$ cat src/trob_pkg.sv
package trob_pkg;

	// default geometry
	localparam int DEPTH_DEF = 64;
	localparam int WORDS_DEF = 4;
	localparam int MAX_WORDS = 4;

	// field widths
	localparam int WORD_W  = 32;
	localparam int STAMP_W = 17;
	localparam int CNT_W   = 7;

	// queue depths between the parts
	localparam int FQ_DEPTH = 2;
	localparam int FQ_AW    = 1;
	localparam int OQ_DEPTH = 4;
	localparam int OQ_AW    = 2;
	localparam int OQ_LW    = 3;

	// action codes
	localparam logic [2:0] ACT_PUSH   = 3'd0;
	localparam logic [2:0] ACT_READ   = 3'd1;
	localparam logic [2:0] ACT_NEWEST = 3'd2;
	localparam logic [2:0] ACT_COUNT  = 3'd3;
	localparam logic [2:0] ACT_CLEAR  = 3'd4;

	typedef struct packed {
		logic [2:0]        action;
		logic [WORD_W-1:0] in_word0;
		logic [WORD_W-1:0] in_word1;
		logic [WORD_W-1:0] in_word2;
		logic [WORD_W-1:0] in_word3;
		logic [2:0]        word_count;
		logic [5:0]        in_sec;
		logic [5:0]        in_min;
		logic [4:0]        in_hour;
		logic [CNT_W-1:0]  read_count;
	} in_t;

	typedef struct packed {
		logic              status;
		logic [WORD_W-1:0] out_word0;
		logic [WORD_W-1:0] out_word1;
		logic [WORD_W-1:0] out_word2;
		logic [WORD_W-1:0] out_word3;
		logic [5:0]        out_sec;
		logic [5:0]        out_min;
		logic [4:0]        out_hour;
		logic [CNT_W-1:0]  stored_count;
		logic              last;
	} out_t;

	typedef enum logic [2:0] {
		OP_PUSH,
		OP_READ,
		OP_NEWEST,
		OP_COUNT,
		OP_CLEAR,
		OP_BAD
	} op_t;

	// classified command handed from front to back
	typedef struct packed {
		op_t                                op;
		logic [MAX_WORDS-1:0][WORD_W-1:0]   words;
		logic [MAX_WORDS-1:0]               wmask;
		logic [STAMP_W-1:0]                 stamp;
		logic [CNT_W-1:0]                   n;
	} cmd_t;

	// result descriptor travelling beside the store read
	typedef struct packed {
		logic               valid;
		logic               status;
		logic               has_entry;
		logic               cmp;
		logic [STAMP_W-1:0] cmp_stamp;
		logic [CNT_W-1:0]   cnt;
		logic               last;
	} meta_t;

	typedef enum logic [1:0] {
		B_CLEAR,
		B_IDLE,
		B_STREAM
	} bstate_t;

endpackage

$ cat src/trob_out_queue.sv
module trob_out_queue (
	input  logic                       clk,
	input  logic                       arst_n,
	input  logic                       wr,
	input  trob_pkg::out_t             wdata,
	output logic [trob_pkg::OQ_LW-1:0] level,
	output logic                       empty,
	input  logic                       pop,
	output trob_pkg::out_t             result
);

	trob_pkg::out_t              fifo_q [trob_pkg::OQ_DEPTH];
	logic [trob_pkg::OQ_AW-1:0]  wr_ptr_q;
	logic [trob_pkg::OQ_AW-1:0]  rd_ptr_q;
	logic [trob_pkg::OQ_LW-1:0]  count_q;
	logic                        rd;

	assign level  = count_q;
	assign empty  = (count_q == '0);
	assign result = fifo_q[rd_ptr_q];
	assign rd     = pop && !empty;

	// result storage, room is reserved by the sequencer
	always_ff @(posedge clk) begin
		if (wr) begin
			fifo_q[wr_ptr_q] <= wdata;
		end
	end

	// result pointers
	always_ff @(posedge clk or negedge arst_n) begin
		if (!arst_n) begin
			wr_ptr_q <= '0;
			rd_ptr_q <= '0;
			count_q  <= '0;
		end else begin
			if (wr) begin
				wr_ptr_q <= wr_ptr_q + 1'b1;
			end
			if (rd) begin
				rd_ptr_q <= rd_ptr_q + 1'b1;
			end
			case ({wr, rd})
				2'b10:   count_q <= count_q + 1'b1;
				2'b01:   count_q <= count_q - 1'b1;
				default: count_q <= count_q;
			endcase
		end
	end

endmodule

$ cat config.mk
export PLATFORM = sky130hd
export DESIGN_NAME = trob_out_queue
export DESIGN_NICKNAME = d
export VERILOG_FILES = /design/src/trob_pkg.sv /design/src/trob_out_queue.sv
export SDC_FILE = /design/constraint.sdc
export NUM_CORES = 1
export LEC_CHECK = 0
export BUFFER_PORTS_ARGS = -buffer_cell sky130_fd_sc_hd__clkbuf_2
export CORE_MARGIN = 10
export CORE_UTILIZATION = 60
export CTS_CLUSTER_SIZE = 25
export DETAILED_ROUTE_END_ITERATION = 16
export GPL_TIMING_DRIVEN = 0
export MAX_ROUTING_LAYER = met4
export PLACE_DENSITY = 0.9
export RECOVER_POWER = 100
export SETUP_SLACK_MARGIN = 0.05
export SLEW_MARGIN = 20
export SYNTH_ARGS = -nofsm -noshare
export SYNTH_HDL_FRONTEND = slang
export SYNTH_SLANG_ARGS = --single-unit
$ cat constraint.sdc
create_clock -name clk -period 8.3 [get_ports clk]
set_clock_uncertainty 0.1 [all_clocks]
set_input_delay 0.415 -clock clk [delete_from_list [all_inputs] [get_ports clk]]
set_output_delay 0.415 -clock clk [all_outputs]
set_load 0.01 [all_outputs]
; Yosys cells after proc, flatten, opt, wreduce, memory -nomap -nowiden
; Memories as Yosys holds them, arrays and structs flattened.
; Index checks and enable logic that the tools add are counted.
[classes]
add_sub_neg = 4
eq_ne = 2
mux = 3
reduce_logical = 4
[ops]
columns = cell, n
row1 = one-hot mux 3 bit (2 select lines), 1
row2 = adder 2 x 1 -> 2 bit (second input constant), 2
row3 = adder 3 x 1 -> 3 bit (second input constant), 1
row4 = zero test 3 bit, 1
row5 = subtractor 3 x 1 -> 3 bit (second input constant), 1
row6 = equality test 2 x 1 -> 1 bit (second input constant), 1
row7 = equality test 2 bit (second input constant), 1
row8 = two-way mux 1 bit, 2
row9 = nonzero test 2 bit, 1
row10 = logical AND 1 bit, 1
row11 = zero test 1 bit, 1
[totals]
register_bits = 7
ramBits = 616
out_inout_bits = 158
wordCells = 17
n_memories = 1
[mem_list]
columns = name, words, word_bits, read_ports, rd_clocked_by_memory_dff, write_ports, line
row1 = fifo_q, 4, 154, 1, 0, 1, trob_out_queue.sv:12  ; trob_pkg::out_t fifo_q [trob_pkg::OQ_DEPTH];

; Longest topological paths before layout
[logic_depth]
depth_word = 5
mapped_depth = 7

; Worst setup path after synthesis
; No wires, ideal clock.
[synth_path]
path_type = reg-to-reg
start = reg wr_ptr_q[0] (netlist bit)
end = mem fifo_q[0][0] (netlist bit), enable pin
setup_ps = 532
arrival_time_ps = 4141
required_time_ps = 7668
setup_slack_ps = 3528
stages_incl_launch_ff = 4
period_less_slack_ps = 4772
cell_sequence = dfrtp_1 > inv_1 > ha_1 > and2_1
[synth_lines]
columns = item, line
row1 = from (decl), trob_out_queue.sv:13  ; logic [trob_pkg::OQ_AW-1:0] wr_ptr_q;
row2 = from (signal assigned), trob_out_queue.sv:38  ; wr_ptr_q <= wr_ptr_q + 1'b1;
row3 = to (decl), trob_out_queue.sv:12
; No word-level cell before the write port.

; Final worst setup path
[layout_path]
start = in wr
end = mem fifo_q[0][125] (netlist bit), enable pin
[layout_between]
elab_chain_cells = 2
[layout_rtl]
columns = item, line
row1 = from (decl), trob_out_queue.sv:4  ; input logic wr,
row2 = two-way mux 1 bit, trob_out_queue.sv:25  ; if (wr) begin
row3 = two-way mux 1 bit (implied by the code), trob_out_queue.sv:26  ; fifo_q[wr_ptr_q] <= wdata;
; No other way between the ends.

==> flow_metrics.env <==
export IMPL_drt_drc_violations_left=0
export IMPL_crit_family="buffers and inverters"
export IMPL_cts_resized=0
export IMPL_routed_wl_microns=58200
export IMPL_status="finished with violations"
export IMPL_crit_type="primary input to register"
export IMPL_clock_sinks=623
export IMPL_fin_crit_ps=4990
export IMPL_fmax_mhz=200
export IMPL_met3_usage=0.0563
export IMPL_rsz0062_at_grt="false"
export IMPL_cp_common_cell="clkbuf_1"
export IMPL_portBuffers=315
export IMPL_synth_area_sq_um=22700
export IMPL_syn_inst=841
export IMPL_synth_top_family_by_area="multiplexers"
export IMPL_grt_overflow=0
export IMPL_grt_antenna_before_repair=6
export IMPL_yosysSeqAreaShare=0.821
export IMPL_dpl_cell_area_sq_um=25300
export IMPL_final_nets=1552
export IMPL_grtUsageMet1=0.306
export IMPL_drtAntennaViolNets=0
export IMPL_rows=71
export IMPL_grt_max_degree=49
export IMPL_setup_viol=0
export IMPL_crit_arrival_ps=5080
export IMPL_gp_congestion=0.742
export IMPL_synth_warnings=0
export IMPL_timing_final_crit_share=0.601
export IMPL_drt_first_pass_iters=5
export IMPL_drt_iter0_drc=1324
export IMPL_timing_slew_headroom=-1.10
export IMPL_layout_common_cells="616 x edfxtp_1, 348 x clkbuf_1, 156 x dlygate4sd3_1"
export IMPL_cts_root_buffer="clkbuf_16"
export IMPL_final_common_cell="edfxtp_1"
export IMPL_grtUsageTotal=0.257
export IMPL_violations="max-capacitance violations, max-slew violations"
export IMPL_core_area_sq_um=37500
export IMPL_avgSynthCellArea_sq_um=27.0
export IMPL_drt_vias_per_instance=6.01
export IMPL_synth_cell_types=20
export IMPL_top_usage_layer="met2"
export IMPL_cts_buffers=58
export IMPL_hold_class="primary input to async pin"
export IMPL_place_ws_ps=5890
export IMPL_grt_pass1_wl_microns=85400
export IMPL_clock_latency_ps=610
export IMPL_die_area_sq_um=46100
export IMPL_die_h_microns=215
export IMPL_critPathCaptureType="register"
export IMPL_worst_path_largest_cell_delay_ps=1320
export IMPL_crit_fanout=27
export IMPL_io_pins=316
export IMPL_design_area_sq_um=28100
export IMPL_worstMarginPinSlew_ps=3150
export IMPL_crit_buf_inv=4
export IMPL_cp_start_kind="primary input"
export IMPL_finalHoldViolations=0
export IMPL_ys_ff_latch=623
export IMPL_fin_ws_ps=3310
export IMPL_synth_compound_area_frac=0.000605
export IMPL_wl_per_cell_microns=29.9
export IMPL_cp_slowest_cell="clkbuf_1"
export IMPL_areaGrowthSynthToFinish_pct=23.6
export IMPL_floorplan_initialDensity=0.607
export IMPL_path_clk_slew_ps=70
export IMPL_die_w_microns=215
export IMPL_cts_tree="built"
export IMPL_synth_simple_gate_area_frac=0.00182
export IMPL_grt_pass1_vias=12449
export IMPL_clockBufferDepth=3
export IMPL_synthAdderAreaFrac=0.00363
export IMPL_hpwl_microns=31100
export IMPL_grtUsageMet2=0.439
export IMPL_synth_fp_nets=1005
export IMPL_cp_required_ps=8390
export IMPL_drv_slew=365
export IMPL_drive_above_1_share=0.187
export IMPL_ir_worst_vdd_mv=0.272
export IMPL_synthMuxAreaShare=0.153
export IMPL_powerDensity_nw_per_um2=353
export IMPL_timing_max_cap_violations=13
export IMPL_path_cells="dlygate4sd3_1 > clkbuf_1 > and2_0 > clkbuf_1 > clkbuf_1"
export IMPL_num_fill_cells=2139
export IMPL_final_setup_tns_ps=0
export IMPL_p_leak_nw=9.01
export IMPL_h_tree_depth=2
export IMPL_synth_xor_area_share=0.00231
export IMPL_vias=11709
## cells by family after synthesis
group,after synthesis
fa+ha+maj,6
xor+xnor,6
simple gates,8
flops,623
mux,155
compound gates,2
buf+inv,41
## worst reg2reg max path, stage by stage, from the launching register on
cell      delay [ps]
dfrtp_1          420
inv_1            100
ha_1             140
and2_0          1120
clkbuf_1        1300
clkbuf_1        1320
## through the flow
| stage | power (mW) | instances | hold WS [ps] | util |
|---|---|---|---|---|
| floorplan | 6.24 | 841 | 19.4 | - |
| global placement | 7.39 | 1667 | 162 | 0.666 |
| detailed placement | 7.42 | 1683 | 164 | 0.676 |
| CTS | 10.1 | 1941 | 63.4 | 0.765 |
| global route | 10.3 | 1947 | 157 | 0.750 |
| finish | 9.92 | 1949 | 153 | 0.750 |
## per-layer routing
layer  vias to the layer above  part of all wire
li1                       4757                 -
met1                      6140              0.35
met2                       708              0.54
met3                       104             0.085
met4                         0             0.027
met5                         -                 0
## layout make-up
type / count / area, sq um / share of cell area
timing repair buffer: 487 / 2960 / 0.105
tap: 511 / 639 / 0.0227
sequential: 623 / 18700 / 0.664
clock inverter: 18 / 163 / 0.00579
multi-input combinational: 177 / 3670 / 0.131
buffer: 35 / 325 / 0.0116
inverter: 6 / 22.5 / 0.000801
clock buffer: 84 / 1630 / 0.0581
antenna: 8 / 20.0 / 0.000712
## timing repair
item,4_1_cts,5_1_grt
hold endpoints to repair,624,0
hold buffers,156,0
buffers inserted,0,0
## flip-flops by register name, summed over array words and instances (netlist names)
signal    count
fifo_q      616
level         3
rd_ptr_q      2
wr_ptr_q      2
## worst paths after layout
kind                                  start        endpoint  slack, ps  depth (start not counted)
min in group clk                        pop     rd_ptr_q[1]        180                          4
worst max-delay path                     wr  fifo_q[0][125]       3310                          5
max in group asynchronous            arst_n     rd_ptr_q[1]       7670                          2
worst min register to register  wr_ptr_q[0]     wr_ptr_q[0]        440                          1
worst max register to register  wr_ptr_q[0]  fifo_q[0][125]       3360                          5
worst min-delay path                 arst_n        level[2]        150                          2
## power by group
group	leakage [nW]	internal, mW	switching [mW]
Combinational	2.40	1.25	1.77
Clock	0.872	1.45	1.13
Sequential	5.74	4.14	0.183
## Yosys cell counts
cell | instances | area [sq um]
ha_1 | 5 | 62.6
dfrtp_1 | 7 | 175
buf_6 | 6 | 67.6
mux2i_1 | 1 | 10.0
buf_2 | 15 | 75.1
o31a_1 | 1 | 8.76
nor3_1 | 1 | 5.00
fa_1 | 1 | 20.0
buf_12 | 11 | 220
xnor2_1 | 2 | 17.5
edfxtp_1 | 616 | 18500
clkbuf_1 | 2 | 7.51
nand2_1 | 2 | 7.51
mux4_2 | 154 | 3470
inv_1 | 6 | 22.5
xor2_1 | 4 | 35.0
buf_4 | 1 | 7.51
nor2_1 | 1 | 3.75
o21ai_0 | 1 | 5.00
and2_1 | 4 | 25.0
(Power assumes the default switching activity.)
