`src/trob_pkg.sv`:
```
package trob_pkg;

	// default geometry
	localparam int DEPTH_DEF = 64;
	localparam int WORDS_DEF = 4;
	localparam int MAX_WORDS = 4;

	// field widths
	localparam int WORD_W  = 32;
	localparam int STAMP_W = 17;
	localparam int CNT_W   = 7;

	// queue depths between the parts
	localparam int FQ_DEPTH = 2;
	localparam int FQ_AW    = 1;
	localparam int OQ_DEPTH = 4;
	localparam int OQ_AW    = 2;
	localparam int OQ_LW    = 3;

	// action codes
	localparam logic [2:0] ACT_PUSH   = 3'd0;
	localparam logic [2:0] ACT_READ   = 3'd1;
	localparam logic [2:0] ACT_NEWEST = 3'd2;
	localparam logic [2:0] ACT_COUNT  = 3'd3;
	localparam logic [2:0] ACT_CLEAR  = 3'd4;

	typedef struct packed {
		logic [2:0]        action;
		logic [WORD_W-1:0] in_word0;
		logic [WORD_W-1:0] in_word1;
		logic [WORD_W-1:0] in_word2;
		logic [WORD_W-1:0] in_word3;
		logic [2:0]        word_count;
		logic [5:0]        in_sec;
		logic [5:0]        in_min;
		logic [4:0]        in_hour;
		logic [CNT_W-1:0]  read_count;
	} in_t;

	typedef struct packed {
		logic              status;
		logic [WORD_W-1:0] out_word0;
		logic [WORD_W-1:0] out_word1;
		logic [WORD_W-1:0] out_word2;
		logic [WORD_W-1:0] out_word3;
		logic [5:0]        out_sec;
		logic [5:0]        out_min;
		logic [4:0]        out_hour;
		logic [CNT_W-1:0]  stored_count;
		logic              last;
	} out_t;

	typedef enum logic [2:0] {
		OP_PUSH,
		OP_READ,
		OP_NEWEST,
		OP_COUNT,
		OP_CLEAR,
		OP_BAD
	} op_t;

	// classified command handed from front to back
	typedef struct packed {
		op_t                                op;
		logic [MAX_WORDS-1:0][WORD_W-1:0]   words;
		logic [MAX_WORDS-1:0]               wmask;
		logic [STAMP_W-1:0]                 stamp;
		logic [CNT_W-1:0]                   n;
	} cmd_t;

	// result descriptor travelling beside the store read
	typedef struct packed {
		logic               valid;
		logic               status;
		logic               has_entry;
		logic               cmp;
		logic [STAMP_W-1:0] cmp_stamp;
		logic [CNT_W-1:0]   cnt;
		logic               last;
	} meta_t;

	typedef enum logic [1:0] {
		B_CLEAR,
		B_IDLE,
		B_STREAM
	} bstate_t;

endpackage

```
`src/trob_front.sv`:
```
module trob_front #(
	parameter int WORDS = trob_pkg::WORDS_DEF
) (
	input  logic            clk,
	input  logic            arst_n,
	input  logic            push,
	output logic            full,
	input  trob_pkg::in_t   request,
	output logic            cmd_valid,
	output trob_pkg::cmd_t  cmd,
	input  logic            cmd_take
);

	trob_pkg::cmd_t                  fifo_q [trob_pkg::FQ_DEPTH];
	logic [trob_pkg::FQ_AW-1:0]      wr_ptr_q;
	logic [trob_pkg::FQ_AW-1:0]      rd_ptr_q;
	logic [trob_pkg::FQ_AW:0]        count_q;
	trob_pkg::cmd_t                  cls;
	logic                            wr;
	logic                            rd;

	// classify the incoming word
	always_comb begin
		cls = '0;
		case (request.action)
			trob_pkg::ACT_PUSH:   cls.op = trob_pkg::OP_PUSH;
			trob_pkg::ACT_READ:   cls.op = trob_pkg::OP_READ;
			trob_pkg::ACT_NEWEST: cls.op = trob_pkg::OP_NEWEST;
			trob_pkg::ACT_COUNT:  cls.op = trob_pkg::OP_COUNT;
			trob_pkg::ACT_CLEAR:  cls.op = trob_pkg::OP_CLEAR;
			default:              cls.op = trob_pkg::OP_BAD;
		endcase
		cls.words[0] = request.in_word0;
		cls.words[1] = request.in_word1;
		cls.words[2] = request.in_word2;
		cls.words[3] = request.in_word3;
		// word lanes beyond the count or the ring width stay untouched
		for (int w = 0; w < trob_pkg::MAX_WORDS; w++) begin
			cls.wmask[w] = (w < WORDS) && (request.word_count > 3'(w));
		end
		cls.stamp = {request.in_hour, request.in_min, request.in_sec};
		cls.n     = request.read_count;
	end

	assign full      = (count_q == (trob_pkg::FQ_AW+1)'(trob_pkg::FQ_DEPTH));
	assign cmd_valid = (count_q != '0);
	assign cmd       = fifo_q[rd_ptr_q];
	assign wr        = push && !full;
	assign rd        = cmd_valid && cmd_take;

	// command queue storage
	always_ff @(posedge clk) begin
		if (wr) begin
			fifo_q[wr_ptr_q] <= cls;
		end
	end

	// command queue pointers
	always_ff @(posedge clk or negedge arst_n) begin
		if (!arst_n) begin
			wr_ptr_q <= '0;
			rd_ptr_q <= '0;
			count_q  <= '0;
		end else begin
			if (wr) begin
				wr_ptr_q <= wr_ptr_q + 1'b1;
			end
			if (rd) begin
				rd_ptr_q <= rd_ptr_q + 1'b1;
			end
			case ({wr, rd})
				2'b10:   count_q <= count_q + 1'b1;
				2'b01:   count_q <= count_q - 1'b1;
				default: count_q <= count_q;
			endcase
		end
	end

endmodule

```
`config.mk`:
```
export PLATFORM = sky130hd
export DESIGN_NAME = trob_front
export DESIGN_NICKNAME = d
export VERILOG_FILES = /design/src/trob_pkg.sv /design/src/trob_front.sv
export SDC_FILE = /design/constraint.sdc
export NUM_CORES = 1
export LEC_CHECK = 0
export BUFFER_PORTS_ARGS = -buffer_cell sky130_fd_sc_hd__buf_2
export CORE_MARGIN = 2
export CORE_UTILIZATION = 52
export CTS_CLUSTER_SIZE = 8
export DETAILED_ROUTE_END_ITERATION = 8
export HOLD_SLACK_MARGIN = 0.1
export PLACE_DENSITY = 0.79
export SYNTH_ARGS = -nofsm -noshare
export SYNTH_HDL_FRONTEND = slang
export SYNTH_SLANG_ARGS = --single-unit
```
`constraint.sdc`:
```
create_clock -name clk -period 9.7 [get_ports clk]
set_input_delay 0.97 -clock clk [delete_from_list [all_inputs] [get_ports clk]]
set_output_delay 0.97 -clock clk [all_outputs]
set_load 0.02 [all_outputs]
```
# Yosys cells after proc, flatten, opt, wreduce, memory -nomap -nowiden
# Memories as Yosys holds them, arrays and structs flattened.
# Index checks and enable logic that the tools add are counted.
[word_totals] regBits=4 mem_bits_rw=318 in_bits=162 n_memories=1
[op_classes] n_addsub=4 magnitude_cmp=4 n_eq_ne=7 muxes=4 reduce_logical=6
[memory_table] memory="fifo_q" words=2 word_bits=159 rd=1 rd_ports_with_merged_regs=0 wr=1 line_no="trob_front.sv:14" rtl="trob_pkg::cmd_t fifo_q [trob_pkg::FQ_DEPTH];"
[op_table] cell="case mux 3 bit (5 select lines)" n=1
[op_table] cell="equality test 3 x 2 -> 1 bit, second input constant" n=2
[op_table] cell="> comparator 3 x 1 -> 1 bit, second input constant" n=2
[op_table] cell="> comparator 3 x 2 -> 1 bit, second input constant" n=2
[op_table] cell="equality test 2 bit, second input constant" n=2
[op_table] cell="case mux 2 bit (2 select lines)" n=1
[op_table] cell="nonzero test 2 bit" n=2
[op_table] cell="equality test 3 x 1 -> 1 bit, second input constant" n=1
[op_table] cell="equality test 3 bit, second input constant" n=1
[op_table] cell="logical NOT 3 bit" n=1
[op_table] cell="adder 1 bit, second input constant" n=2
[op_table] cell="adder 2 x 1 -> 2 bit, second input constant" n=1
[op_table] cell="equality test 2 x 1 -> 1 bit, second input constant" n=1
[op_table] cell="logical AND 1 bit" n=2
[op_table] cell="two-way mux 1 bit" n=2
[op_table] cell="subtractor 2 x 1 -> 2 bit, second input constant" n=1
[op_table] cell="logical NOT 1 bit" n=1

# Depth between registers and ports, before layout
[logic_depth] depth_word=5 depth_mapped=6

# Worst setup path after synthesis
# OpenSTA, ideal clock, no wires.
[synth_path] path_kind="input -> register" startpoint="input push" endpoint="memory fifo_q[0][0] (netlist name) (enable)" setup_ns=0.680 arrival_ns=7.663 required_ns=9.020 setup_slack_ns=1.358 path_stages=2 cell_sequence="nand2_1 -> nor2_1"
[synth_between] elab_chain_len=3
[synth_rtl] item="start: declaration" line_no="trob_front.sv:6" rtl="input logic push,"
[synth_rtl] item="logical AND 1 bit" line_no="trob_front.sv:48" rtl="assign wr = push && !full;"
[synth_rtl] item="two-way mux 1 bit" line_no="trob_front.sv:53" rtl="if (wr) begin"
[synth_rtl] item="two-way mux 1 bit (not written as such)" line_no="trob_front.sv:54" rtl="fifo_q[wr_ptr_q] <= cls;"
[synth_rtl] item="end: declaration" line_no="trob_front.sv:14"
# Every way passes these cells.

==> summary by stage <==
Run status
The run finished with clean final reports.

Run
The max-cap check violation count is 0.

Placed design
The detailed placer's ending HPWL is 14900 um. The global placer's final weighted congestion is 0.757. During placement, the flow inserted port buffers numbering 322. Before CTS, the worst setup slack after placement is 6.62 ns.

STA
The worst-case headroom to the max-slew limit is 0.275. In the final timing run, aggregate negative setup slack is 0 ns. The worst clock skew is 0.0120 ns. The final hold violation count was 0.

For this run, the top clock speed supported by timing is 286 MHz. The transition time at the pin with the least slew margin is 1.09 ns. The smallest setup slack after layout is 6.20 ns. The final critical-path share of the clock period is 0.360. The final critical path time including I/O delays and setup is 3.50 ns. Setup violations remaining at the end of the flow were counted as 0. Setup repair after global routing left no endpoint under its margin. The final count of pins violating max slew came to 0.

Global route
The largest net degree at the start of global routing is 148. The overall overflow remaining after global route is 0. The number of antenna violations at the first check in global routing is 4. Across every metal layer, demand over resource in global routing totals 0.181. The first global-routing pass estimated 33400 um of wire. The number of global-route vias before repair is 6269.

Drt
For this block, the via count after detailed routing is 6004. The detailed router finished its first iteration with 295 violations. For this run, design rule violations remaining after detail routing come to 0. The via density per instance is 5.00. The first TritonRoute pass finished after 4 iterations. The remaining antenna violation count is 0. In the final routed layout, each cell accounts on average for 19.2 um.

The final wirelength is 23100 um.

Clock tree
In this run the number of H-tree levels came out at 2. Counting every sink on the clock net gives 322. The longest clock path from root to sink contains 3 buffers. The clock transition at the registers of the reported paths is 0.05 ns. The number of resized instances in the post-cts repair step is 0. TritonCTS built the clock tree. Counting the buffers created by CTS gives 46. The tree is rooted in a sky130_fd_sc_hd__clkbuf_16. After clock tree synthesis, the flow added hold-fix buffers numbering 0. The number of setup buffers added after CTS is 0. The clock latency on the worst-skew pair is 0.51 ns.

Synth
Synthesis instantiated 20 different standard cells from the library. After synthesis, the largest family of logic cells by area is multiplexers. The post-synthesis cell type with the largest combined area is sky130_fd_sc_hd__edfxtp_1. The synthesized netlist net count is 683.

The compound-gate portion of the synthesized area is 0.00124. Of the total synthesized cell area, the portion taken by AND, OR, NAND and NOR gates is 0.00454. The adder-cell share of the synthesized area is 0.00103. The top cell type's share of synthesized area is 0.788. Measured against the total synthesized area, the mux share comes to 0.179.

Sorting the synthesized cells by area gives the leading types as sky130_fd_sc_hd__edfxtp_1 79%, sky130_fd_sc_hd__mux2_4 12%, sky130_fd_sc_hd__mux2_2 5.5%. The area of the mapped netlist is 12100 um^2. The mean area per synthesized cell is 23.3 um^2.

Of the total synthesized cell area, the portion taken by XOR and XNOR cells is 0.00361. The instance count of the mapped netlist is 520. Counting flops and latches in the post-synthesis netlist gives 322. The number of warning messages in the yosys log is 0. Of the synthesized area, sequential elements account for 0.796.

Floorplan
The initial standard-cell utilization of the core is 0.532. The count of boundary I/O pins is 323. In this run the core area contains 55 standard-cell rows.

The die covers 24500 um^2. The die is 157 um wide. From bottom edge to top edge, the die measures 157 um. The area of the placeable core is 22800 um^2.

Finish
For this run, the post-layout net count is 1039. Registers take 9650 um^2. The area added between synthesis and finish is 26.2%. In the final layout, the multi-input gates occupy 2300 um^2. Of the cells placed in the final design, the portion with a size suffix greater than 1 is 0.611.

After filler insertion, the fill cell instance count of the layout stands at 1489.

Setup path
For this run, the slowest stage of the critical path takes 0.72 ns. The kind of end point of the critical path is a primary output. The highest fanout seen on the critical path is 147.

The signal arrival time at the worst endpoint is 2.53 ns. The data required time at the worst endpoint is 8.73 ns. The signal on the critical path passes through buf_12, mux2_4, buf_2. On the critical path, the stage with the largest delay is an instance of sky130_fd_sc_hd__buf_12.

The kind of cell with the highest combined delay along the critical path is buffers and inverters. The critical path is of the flip-flop to primary output type. The number of buffers and inverters on the critical path is 2. The startpoint type of the worst setup path is a flip-flop.

Pwr
The static leakage is 6.04 nW. Power spread over the standard cell area amounts to 331 nW/um^2. VDD sags by at most 0.256 mV.

Min path
The type of the most critical hold path is input port to async pin.
[cell type report]
type | count | area share
diodes | 2 | 0.000327
inverters | 1 | 0.000245
flip-flops and latches | 322 | 0.631
clock buffers | 58 | 0.0824
well taps | 313 | 0.0256
clock inverters | 1 | 0.000573
multi-input cells | 177 | 0.151
repair buffers | 328 | 0.109
[synthesized netlist by cell type]
library cell and instances:
sky130_fd_sc_hd__edfxtp_1 318, sky130_fd_sc_hd__mux2_4 100, sky130_fd_sc_hd__mux2_2 59, sky130_fd_sc_hd__buf_6 12
sky130_fd_sc_hd__buf_2 6, sky130_fd_sc_hd__dfrtp_1 4, sky130_fd_sc_hd__xnor2_1 3, sky130_fd_sc_hd__a21o_1 2
sky130_fd_sc_hd__clkbuf_1 2, sky130_fd_sc_hd__nor2_1 2, sky130_fd_sc_hd__or2_2 2, sky130_fd_sc_hd__xor2_1 2
sky130_fd_sc_hd__and2_1 1, sky130_fd_sc_hd__and3_1 1, sky130_fd_sc_hd__ha_1 1, sky130_fd_sc_hd__inv_1 1
sky130_fd_sc_hd__nand2_1 1, sky130_fd_sc_hd__nand2b_1 1, sky130_fd_sc_hd__nor2b_1 1, sky130_fd_sc_hd__or3_1 1
[per-stage QoR]
step                total power, mW  hold slack (ns)  utilization  instances  instance area [um^2]
floorplan                      3.29            0.456            -        520                 12100
global placement               3.67            0.479        0.616       1141                 14000
detailed placement             3.69            0.480        0.616       1141                 14000
CTS                            5.11            0.234        0.671       1200                 15300
global route                   5.27            0.234        0.672       1202                 15300
finish                         5.06            0.254        0.672       1202                 15300
[power by group]
group,internal [mW],total (mW),switching [mW]
clock,0.889,1.40,0.508
combinational,0.695,1.67,0.971
sequential,1.91,1.99,0.0843
total,3.49,5.06,1.56
[layout by cell type, fill, tap and decap left out, drive strengths merged]
cell and count:
a21o 2, and2 1, and3 1, buf 328
clkbuf 58, clkinv 1, dfrtp 4, diode 2
edfxtp 318, ha 1, inv 1, mux2 159
nand2 1, nand2b 1, nor2 2, nor2b 1
or2 2, or3 1, xnor2 3, xor2 2
[kinds of logic (layout without fill, tap and decap cells)]
kind of cell	count (synthesis)	in the layout
other cells	0	2
buf+inv	21	388
fa+ha+maj	1	1
compound gates	2	2
mux	159	159
flops	322	322
xor+xnor	5	5
simple gates	10	10
[layer usage]
metal / part of all wire / track usage / wire length, um
met5: 0.0012 / 0 / 27
met4: 0.018 / 0.0577 / 415
met3: 0.11 / 0.0795 / 2520
met2: 0.49 / 0.310 / 11400
met1: 0.38 / 0.205 / 8750
[worst paths after layout]
kind	start	to	slack, ns	depth (start not counted)
worst max-delay path	rd_ptr_q	cmd[17]	6.20	3
worst min-delay path	arst_n	wr_ptr_q	0.25	1
worst max register to register	count_q[0]	fifo_q[0][90]	7.10	5
worst min register to register	count_q[1]	count_q[1]	0.49	1
max in group asynchronous	arst_n	rd_ptr_q	9.31	1
min in group clk	count_q[1]	count_q[1]	0.49	1
[state kept, by name (all words and copies together), names as in the netlist]
name,flops
count_q,2
fifo_q,318
rd_ptr_q,1
wr_ptr_q,1
No activity file was read; power rests on OpenSTA's default activity.
